`config.mk`:
```
export PLATFORM = sky130hd
export DESIGN_NAME = power_profile_peak_floor_mean_align
export DESIGN_NICKNAME = d
export VERILOG_FILES = /design/src/rtl/ppfma_pkg.sv /design/src/rtl/ppfma_ctrl.sv /design/src/rtl/ppfma_dp.sv /design/src/rtl/power_profile_peak_floor_mean_align.sv
export VERILOG_INCLUDE_DIRS = /design/src /design/src/rtl
export SDC_FILE = /design/constraint.sdc
export NUM_CORES = 2
export LEC_CHECK = 0
export BUFFER_PORTS_ARGS = -buffer_cell sky130_fd_sc_hd__buf_2
export CORE_ASPECT_RATIO = 0.7
export CORE_UTILIZATION = 63
export CTS_CLUSTER_DIAMETER = 80
export DETAILED_ROUTE_END_ITERATION = 7
export PLACE_DENSITY_LB_ADDON = 0.2
export SKIP_LAST_GASP = 1
export SYNTH_ARGS = -nofsm -noshare
export SYNTH_HDL_FRONTEND = slang
export SYNTH_SLANG_ARGS = --single-unit
```
`constraint.sdc`:
```
create_clock -name i_clk -period 8.9 [get_ports i_clk]
set_input_delay 0.89 -clock i_clk [delete_from_list [all_inputs] [get_ports i_clk]]
set_output_delay 0.89 -clock i_clk [all_outputs]
set_load 0.005 [all_outputs]
```
`src/rtl/assert_macros.svh`:
```
// assertion macros shared by the rtl modules
`ifndef ASSERT_MACROS_SVH
`define ASSERT_MACROS_SVH

// implication checked on every rising clock edge outside reset
`define ASSERT_CLK(lbl, prop, msg) \
    lbl: assert property (@(posedge i_clk) disable iff (!i_rst_n) prop) else $error(msg);

// condition that must never be seen outside reset
`define ASSERT_NEVER(lbl, cond, msg) \
    `ASSERT_CLK(lbl, !(cond), msg)

`endif

```
`src/rtl/ppfma_pkg.sv`:
```
// shared types and constants for the power profile alignment block
package ppfma_pkg;

    localparam int SAMPLE_W        = 20;
    localparam int TDATA_W         = 24;
    localparam int CFG_IDX_W       = 2;
    localparam int MAX_SAMPLES_DEF = 64;

    typedef enum logic [CFG_IDX_W-1:0] {
        CFG_MEAN  = 2'd0,
        CFG_FLOOR = 2'd1,
        CFG_PEAK  = 2'd2
    } t_cfg_reg;

    typedef enum logic [3:0] {
        S_LOAD,
        S_PREP,
        S_SUM,
        S_SUM_END,
        S_DIVI,
        S_DIV,
        S_MEAN,
        S_EMIT_RD,
        S_EMIT_LD
    } t_state;

    typedef struct packed {
        logic load;      // input side open
        logic prep;      // latch peak shift, clear sum and index
        logic sum_rd;    // read next stored sample for the sum pass
        logic div_init;  // load divider with |sum|
        logic div_step;  // one quotient bit
        logic mean;      // latch mean shift, clear index
        logic emit_ld;   // load output register, advance index
        logic clear;     // end of block: clear count, peak, overflow
    } t_cmd;

    typedef struct packed {
        logic last_idx;  // index points at the last stored sample
        logic div_done;  // divider on its final step
        logic obuf_free; // output register can take a new result
    } t_status;

endpackage

```
`src/rtl/ppfma_ctrl.sv`:
```
// controller state machine sequencing load, sum, divide and emit phases
`include "assert_macros.svh"

module ppfma_ctrl (
    input  logic              i_clk,
    input  logic              i_rst_n,
    input  logic              i_in_valid,
    input  logic              i_in_last,
    input  ppfma_pkg::t_status i_status,
    output ppfma_pkg::t_cmd   o_cmd
);
    import ppfma_pkg::*;

    t_state r_state;
    t_state n_state;

    always_ff @(posedge i_clk) begin
        if (!i_rst_n) begin
            r_state <= S_LOAD;
        end else begin
            r_state <= n_state;
        end
    end

    always_comb begin
        n_state = r_state;
        unique case (r_state)
            S_LOAD: begin
                if (i_in_valid && i_in_last) begin
                    n_state = S_PREP;
                end
            end
            S_PREP:    n_state = S_SUM;
            S_SUM: begin
                if (i_status.last_idx) begin
                    n_state = S_SUM_END;
                end
            end
            S_SUM_END: n_state = S_DIVI;
            S_DIVI:    n_state = S_DIV;
            S_DIV: begin
                if (i_status.div_done) begin
                    n_state = S_MEAN;
                end
            end
            S_MEAN:    n_state = S_EMIT_RD;
            S_EMIT_RD: n_state = S_EMIT_LD;
            S_EMIT_LD: begin
                if (i_status.obuf_free) begin
                    n_state = i_status.last_idx ? S_LOAD : S_EMIT_RD;
                end
            end
            default:   n_state = S_LOAD;
        endcase
    end

    always_comb begin
        o_cmd = '0;
        unique case (r_state)
            S_LOAD:    o_cmd.load     = 1'b1;
            S_PREP:    o_cmd.prep     = 1'b1;
            S_SUM:     o_cmd.sum_rd   = 1'b1;
            S_SUM_END: o_cmd          = '0;
            S_DIVI:    o_cmd.div_init = 1'b1;
            S_DIV:     o_cmd.div_step = 1'b1;
            S_MEAN:    o_cmd.mean     = 1'b1;
            S_EMIT_RD: o_cmd          = '0;
            S_EMIT_LD: begin
                o_cmd.emit_ld = i_status.obuf_free;
                o_cmd.clear   = i_status.obuf_free && i_status.last_idx;
            end
            default:   o_cmd          = '0;
        endcase
    end

    `ASSERT_CLK(a_prep_from_load, (r_state == S_PREP) |-> ($past(r_state) == S_LOAD), "prep not entered from load")
    `ASSERT_CLK(a_block_end_load, o_cmd.clear |=> (r_state == S_LOAD), "block end did not return to load")
    `ASSERT_CLK(a_mean_to_emit, (r_state == S_MEAN) |=> (r_state == S_EMIT_RD), "mean not followed by emit")

endmodule

```
`src/rtl/ppfma_dp.sv`:
```
// datapath: sample memory, peak tracking, clip-sum, serial divider, output register
`include "assert_macros.svh"

module ppfma_dp #(
    parameter int MAX_SAMPLES = ppfma_pkg::MAX_SAMPLES_DEF
) (
    input  logic                                 i_clk,
    input  logic                                 i_rst_n,
    input  ppfma_pkg::t_cmd                      i_cmd,
    output ppfma_pkg::t_status                   o_status,
    input  logic                                 i_in_valid,
    input  logic signed [ppfma_pkg::SAMPLE_W-1:0] i_sample,
    input  logic                                 i_cfg_valid,
    input  logic [ppfma_pkg::CFG_IDX_W-1:0]      i_cfg_index,
    input  logic signed [ppfma_pkg::SAMPLE_W-1:0] i_cfg_data,
    input  logic                                 i_out_ready,
    output logic                                 o_out_valid,
    output logic signed [ppfma_pkg::SAMPLE_W-1:0] o_out_sample,
    output logic                                 o_out_last,
    output logic                                 o_out_trunc
);
    import ppfma_pkg::*;

    localparam int CW    = $clog2(MAX_SAMPLES + 1);
    localparam int AW    = (MAX_SAMPLES > 1) ? $clog2(MAX_SAMPLES) : 1;
    localparam int T_W   = SAMPLE_W + 2;
    localparam int SUM_W = T_W + $clog2(MAX_SAMPLES);
    localparam int DCW   = $clog2(SUM_W);
    localparam int R_W   = T_W + 2;
    localparam logic signed [R_W-1:0] SAT_HI = R_W'((2 ** (SAMPLE_W - 1)) - 1);
    localparam logic signed [R_W-1:0] SAT_LO = -SAT_HI - R_W'(1);
    localparam logic [CW-1:0]         CAP    = CW'(MAX_SAMPLES);

    // configuration registers
    logic signed [SAMPLE_W-1:0] r_cfg_mean;
    logic signed [SAMPLE_W-1:0] r_cfg_floor;
    logic signed [SAMPLE_W-1:0] r_cfg_peak;

    // block state
    logic [SAMPLE_W-1:0]        r_mem [MAX_SAMPLES];
    logic signed [SAMPLE_W-1:0] r_rdata;
    logic [CW-1:0]              r_count;
    logic signed [SAMPLE_W-1:0] r_peak;
    logic                       r_ovf;
    logic [AW-1:0]              r_idx;

    // arithmetic registers
    logic signed [SAMPLE_W:0]   r_shift0;
    logic signed [T_W:0]        r_shift1;
    logic signed [SUM_W-1:0]    r_sum;
    logic                       r_acc_en;
    logic [SUM_W-1:0]           r_quo;
    logic [CW:0]                r_rem;
    logic [DCW-1:0]             r_div_cnt;
    logic                       r_sum_neg;

    // output register
    logic                       r_ovalid;
    logic signed [SAMPLE_W-1:0] r_osample;
    logic                       r_olast;
    logic                       r_otrunc;

    logic                       load_acc;
    logic                       has_room;
    logic signed [T_W-1:0]      t_diff;
    logic signed [T_W-1:0]      t_clip;
    logic [CW:0]                rem_sh;
    logic                       rem_ge;
    logic [SUM_W-1:0]           sum_mag;
    logic signed [T_W-1:0]      mean_val;
    logic signed [R_W-1:0]      r_val;
    logic signed [SAMPLE_W-1:0] sat_val;

    assign load_acc = i_cmd.load && i_in_valid;
    assign has_room = (r_count < CAP);

    always_ff @(posedge i_clk) begin
        if (!i_rst_n) begin
            r_cfg_mean  <= '0;
            r_cfg_floor <= '0;
            r_cfg_peak  <= '0;
        end else if (i_cfg_valid) begin
            unique case (t_cfg_reg'(i_cfg_index))
                CFG_MEAN:  r_cfg_mean  <= i_cfg_data;
                CFG_FLOOR: r_cfg_floor <= i_cfg_data;
                CFG_PEAK:  r_cfg_peak  <= i_cfg_data;
                default: ;
            endcase
        end
    end

    // sample memory, one write and one registered read
    always_ff @(posedge i_clk) begin
        if (load_acc && has_room) begin
            r_mem[r_count[AW-1:0]] <= i_sample;
        end
        r_rdata <= r_mem[r_idx];
    end

    always_ff @(posedge i_clk) begin
        if (!i_rst_n) begin
            r_count <= '0;
            r_peak  <= {1'b1, {(SAMPLE_W-1){1'b0}}};
            r_ovf   <= 1'b0;
        end else if (i_cmd.clear) begin
            r_count <= '0;
            r_peak  <= {1'b1, {(SAMPLE_W-1){1'b0}}};
            r_ovf   <= 1'b0;
        end else if (load_acc) begin
            if (has_room) begin
                r_count <= r_count + CW'(1);
                if (i_sample > r_peak) begin
                    r_peak <= i_sample;
                end
            end else begin
                r_ovf <= 1'b1;
            end
        end
    end

    always_ff @(posedge i_clk) begin
        if (!i_rst_n) begin
            r_idx <= '0;
        end else if (i_cmd.prep || i_cmd.mean) begin
            r_idx <= '0;
        end else if (i_cmd.sum_rd || i_cmd.emit_ld) begin
            r_idx <= r_idx + AW'(1);
        end
    end

    // peak-aligned, floor-clipped value of the sample read last cycle
    assign t_diff = T_W'(r_rdata) - T_W'(r_shift0);
    assign t_clip = (t_diff < T_W'(r_cfg_floor)) ? T_W'(r_cfg_floor) : t_diff;

    always_ff @(posedge i_clk) begin
        if (!i_rst_n) begin
            r_acc_en <= 1'b0;
        end else begin
            r_acc_en <= i_cmd.sum_rd;
        end
    end

    always_ff @(posedge i_clk) begin
        if (i_cmd.prep) begin
            r_shift0 <= (SAMPLE_W+1)'(r_peak) - (SAMPLE_W+1)'(r_cfg_peak);
            r_sum    <= '0;
        end else if (r_acc_en) begin
            r_sum <= r_sum + SUM_W'(t_clip);
        end
    end

    // restoring divider, one quotient bit per cycle on |sum| / count
    assign sum_mag = r_sum[SUM_W-1] ? SUM_W'(-r_sum) : SUM_W'(r_sum);
    assign rem_sh  = {r_rem[CW-1:0], r_quo[SUM_W-1]};
    assign rem_ge  = (rem_sh >= {1'b0, r_count});

    always_ff @(posedge i_clk) begin
        if (i_cmd.div_init) begin
            r_quo     <= sum_mag;
            r_rem     <= '0;
            r_div_cnt <= DCW'(SUM_W - 1);
            r_sum_neg <= r_sum[SUM_W-1];
        end else if (i_cmd.div_step) begin
            r_quo     <= {r_quo[SUM_W-2:0], rem_ge};
            r_rem     <= rem_ge ? (rem_sh - {1'b0, r_count}) : rem_sh;
            r_div_cnt <= r_div_cnt - DCW'(1);
        end
    end

    // quotient truncated toward zero, sign restored
    assign mean_val = r_sum_neg ? -T_W'(r_quo) : T_W'(r_quo);

    always_ff @(posedge i_clk) begin
        if (i_cmd.mean) begin
            r_shift1 <= (T_W+1)'(mean_val) - (T_W+1)'(r_cfg_mean);
        end
    end

    assign r_val   = R_W'(t_clip) - R_W'(r_shift1);
    assign sat_val = (r_val > SAT_HI) ? SAMPLE_W'(SAT_HI) :
                     (r_val < SAT_LO) ? SAMPLE_W'(SAT_LO) : SAMPLE_W'(r_val);

    always_ff @(posedge i_clk) begin
        if (!i_rst_n) begin
            r_ovalid <= 1'b0;
        end else if (i_cmd.emit_ld) begin
            r_ovalid <= 1'b1;
        end else if (i_out_ready) begin
            r_ovalid <= 1'b0;
        end
    end

    always_ff @(posedge i_clk) begin
        if (i_cmd.emit_ld) begin
            r_osample <= sat_val;
            r_olast   <= o_status.last_idx;
            r_otrunc  <= r_ovf;
        end
    end

    assign o_status.last_idx  = (CW'(r_idx) == (r_count - CW'(1)));
    assign o_status.div_done  = (r_div_cnt == '0);
    assign o_status.obuf_free = !r_ovalid || i_out_ready;

    assign o_out_valid  = r_ovalid;
    assign o_out_sample = r_osample;
    assign o_out_last   = r_olast;
    assign o_out_trunc  = r_otrunc;

    `ASSERT_NEVER(a_count_bound, r_count > CAP, "sample count beyond capacity")
    `ASSERT_CLK(a_clear_block, i_cmd.clear |=> ((r_count == '0) && !r_ovf), "block state not cleared")
    `ASSERT_CLK(a_clip_floor, r_acc_en |-> (t_clip >= T_W'(r_cfg_floor)), "summed value below floor")

endmodule

```
`src/rtl/power_profile_peak_floor_mean_align.sv`:
```
// top level: peak, floor and mean alignment of a block of power samples
//
//  channel    | dir | handshake              | payload
//  -----------+-----+------------------------+------------------------------------------
//  s_axis     | in  | tvalid / tready        | tdata[19:0] sim_sample, tlast sample_last
//  m_axis     | out | tvalid / tready        | tdata[19:0] aligned_sample, tlast
//             |     |                        | result_last, tuser block_truncated
//  cfg        | in  | valid / ready (always) | index 0 mean, 1 floor, 2 peak; data Q12.8
//
//  loading takes one cycle per sample; tready is high only while the block is loading
//  after the last sample: a setup step, a clip-and-sum pass over the memory,
//  the bit-serial restoring divider on |sum| / count, then the mean shift
//  each result then takes a memory read and an output register load, and waits while m_axis stalls
//  i_rst_n is synchronous active low; config goes back to 0 and the block to empty
//  the memory is not cleared: only entries below the sample count are ever read

module power_profile_peak_floor_mean_align #(
    parameter int MAX_SAMPLES = ppfma_pkg::MAX_SAMPLES_DEF
) (
    input  logic                             i_clk,
    input  logic                             i_rst_n,
    // input samples
    input  logic                             i_s_axis_tvalid,
    output logic                             o_s_axis_tready,
    input  logic [ppfma_pkg::TDATA_W-1:0]    i_s_axis_tdata,  // [19:0] sim_sample, [23:20] zero
    input  logic                             i_s_axis_tlast,
    // aligned results
    output logic                             o_m_axis_tvalid,
    input  logic                             i_m_axis_tready,
    output logic [ppfma_pkg::TDATA_W-1:0]    o_m_axis_tdata,  // [19:0] aligned_sample, [23:20] zero
    output logic                             o_m_axis_tlast,
    output logic                             o_m_axis_tuser,  // [0] block_truncated
    // configuration writes
    input  logic                             i_cfg_valid,
    output logic                             o_cfg_ready,
    input  logic [ppfma_pkg::CFG_IDX_W-1:0]  i_cfg_index,
    input  logic [ppfma_pkg::SAMPLE_W-1:0]   i_cfg_data
);
    import ppfma_pkg::*;

    t_cmd                       cmd;
    t_status                    status;
    logic signed [SAMPLE_W-1:0] out_sample;

    // registers take every write transfer at once
    assign o_cfg_ready     = 1'b1;
    assign o_s_axis_tready = cmd.load;

    ppfma_ctrl u_ctrl (
        .i_clk      (i_clk),
        .i_rst_n    (i_rst_n),
        .i_in_valid (i_s_axis_tvalid),
        .i_in_last  (i_s_axis_tlast),
        .i_status   (status),
        .o_cmd      (cmd)
    );

    ppfma_dp #(
        .MAX_SAMPLES (MAX_SAMPLES)
    ) u_dp (
        .i_clk        (i_clk),
        .i_rst_n      (i_rst_n),
        .i_cmd        (cmd),
        .o_status     (status),
        .i_in_valid   (i_s_axis_tvalid),
        .i_sample     (i_s_axis_tdata[SAMPLE_W-1:0]),
        .i_cfg_valid  (i_cfg_valid),
        .i_cfg_index  (i_cfg_index),
        .i_cfg_data   (i_cfg_data),
        .i_out_ready  (i_m_axis_tready),
        .o_out_valid  (o_m_axis_tvalid),
        .o_out_sample (out_sample),
        .o_out_last   (o_m_axis_tlast),
        .o_out_trunc  (o_m_axis_tuser)
    );

    // pad the result to whole bytes
    assign o_m_axis_tdata = {{(TDATA_W-SAMPLE_W){1'b0}}, out_sample};

endmodule

```
==> results.ini <==
[sta]
rsz0062_at_grt = false
fin_crit_sh = 0.911
setup_viol = 0
min_period_ps = 8100
setup_slack_ps = 795
finalHoldViolations = 0
fmax_ghz = 0.123
finalMaxSlewViolations = 0
fin_setup_tns_ps = 0
fin_skew_ps = 25.5
relSlewSlack = 0.143
worstMarginPinSlew_ps = 1280

[floorplanning]
dieWidth_um = 388
core_area_mm2 = 0.103
die_h_um = 273
die_area_mm2 = 0.106
io_pins = 81
std_cell_rows = 98
start_util = 0.640

[layout]
drive_gt1_frac = 0.220
final_common_cell = edfxtp_1
n_fill_cell = 6251
multi_input_area_mm2 = 0.0203
layout_common_cells = edfxtp_1 (1375), mux4_2 (420), nand2_1 (245), inv_1 (174), ha_1 (167)
syn_to_final_growth_pct = 10.6
regArea_mm2 = 0.0445
fin_nets = 4234
final_cells = 5474

[worst_setup_path]
required_ps = 9340
crit_type = reg -> reg
max_stage_delay_ps = 1020
crit_arrival_ps = 8550
worstSetupStartpointType = register
cp_max_fo = 19
endpoint_kind = register
crit_path_frequent_cell = o21ai_0
cpMaxStageDelayCell = o41ai_4

[cts]
cts_tree = yes
cts_max_path_buffers = 3
clkSlewWorstSetupHoldPaths_ps = 60
clk_latency_ps = 780
cts_resized = 0
cts_htree_levels = 4
postCtsHoldBufs = 0
cts_setup_buffers = 0
cts_made_buffers = 139
root_buffer = clkbuf_16
clock_sinks = 1535

[power_and_ir_drop]
max-vdd-ir-drop_uv = 229
powerDensity_mw_per_mm2 = 243
leakagePower_uw = 0.0237

[global_routing]
antenna_found_initial = 17
grt_pass1_wl_um = 245000
grt_max_degree = 164
grt_pass1_vias = 35700
grt_usage = 0.326
gr-total-overflow = 0

[synthesis]
yosys.area.top_type_share = 0.627
synth-seq-area-share = 0.676
ys.flop_type = edfxtp_1
yosysTopAreaCell = edfxtp_1
yosys_warnings = 0
async_flop_share = 0
synth_area_leaders = edfxtp_1 (63%), mux4_2 (14%), dfxtp_1 (4.9%), ha_1 (3.2%), nand2_1 (1.4%)
synth_seq_cells = 1535
synth_edf_count = 1375
avgSynthCellArea_um2 = 17.0
synth_cell_types = 83
syn-cell-area_mm2 = 0.0659
synthCells = 3868

[place]
io_buffers = 71
dpl_worst_slack_ps = 877
dp.cells = 5218
place_congestion = 0.890
hpwl_um = 98800

[detailed_routing]
drc = 0
num_vias = 36800
wire_per_inst_um = 31.1
routed_wl_um = 170000
viasPerCell = 6.73
dr.pass1.iters = 5
drtIter0Drc = 4888
ant_nets = 0

[flow_run]
maxCapViolations = 0

[status]
status = finished, final reports clean

[min_path]
hold_path_class = in -> reg

-- worst max-delay path, delay by kind of cell (launching register included) --
family / cells / cell delay [ps]
buffers and inverters: 2 / 420
XOR/XNOR: 2 / 400
AND/OR/NAND/NOR: 5 / 860
AO/OA/AOI/OAI: 15 / 4250
flip-flops: 1 / 360
adder cells (fa/ha/maj): 4 / 1440
-- per-layer routing --
layer	global-route usage	vias to the layer above	share of wire
li1	-	15500	-
met1	0.478	18800	0.40
met2	0.487	2225	0.46
met3	0.0821	317	0.12
met4	0.107	22	0.027
met5	0	-	0.00086
-- kinds of logic (layout without fill, tap and decap cells) --
logic type      after synthesis  count (layout)  share of synthesized area
compound gates              491             491                     0.0493
xor+xnor                    154             154                     0.0205
fa+ha+maj                   173             173                     0.0336
buf+inv                     345             596                     0.0203
flops                      1535            1535                      0.676
mux                         481             481                      0.153
other cells                   2               7                   0.000114
simple gates                687             687                     0.0474
-- worst paths after layout --
check	from	to	slack, ps	depth (start not counted)
min reg2reg	u_dp.r_ovf	u_dp.o_out_trunc	450	0
max	u_dp.r_shift0[0]	u_dp.o_out_sample[2]	800	28
max reg2reg	u_dp.r_shift0[0]	u_dp.o_out_sample[2]	800	28
min	i_s_axis_tvalid	u_dp.r_ovf	420	3
-- flip-flops by register name, indices dropped and copies added, names as in the netlist, 20 cells and up --
register,cells
u_dp.r_cfg_mean,20
u_dp.r_cfg_floor,20
u_dp.r_shift0,21
u_dp.r_sum,28
u_dp.r_quo,28
u_dp.r_cfg_peak,20
u_dp.r_mem,1280
u_dp.o_out_sample,20
u_dp.r_rdata,20
u_dp.r_peak,20
u_dp.r_shift1,23
-- report_power, final --
part | internal, µW | switching, µW
Clock | 3390 | 2720
Combinational | 1350 | 2060
Sequential | 8020 | 115
-- synth_stat cells, drive strengths merged, types with 7 or more instances --
cell    number
o21a        18
mux4       420
o211ai       9
nand3       48
or3         20
dfxtp      160
nor3        35
mux2        20
inv        174
o31ai       16
nand2      245
o41ai        7
xnor2       94
a21oi      110
nor2b       18
a21o        51
or2          8
nand2b      32
a31oi       14
buf         46
edfxtp    1375
a211oi      24
o21bai       8
nor2       208
mux2i       41
o21ai      130
and3        19
xor2        60
nand4       16
a21boi      63
clkbuf     123
ha         167
-- metrics by stage --
stage	power (µW)	area (µm²)	hold WS, ps	utilization
3_3_place_gp	11500	68300	432	0.663
2_1_floorplan	10700	65900	409	-
6_report	17700	72800	420	0.708
5_1_grt	18300	72800	419	0.708
4_1_cts	17700	72800	371	0.708
3_5_place_dp	11600	68300	437	0.663
-- area by class of cell --
| class | count | area share |
|---|---|---|
| sequential | 1535 | 0.611 |
| multi-input combinational | 1991 | 0.279 |
| clock buffer | 184 | 0.0517 |
| tap | 1350 | 0.0232 |
| timing repair buffer | 166 | 0.0150 |
| clock inverter | 70 | 0.0108 |
| inverter | 176 | 0.00907 |
| antenna | 2 | 0.0000687 |
(Power assumes the default switching activity.)
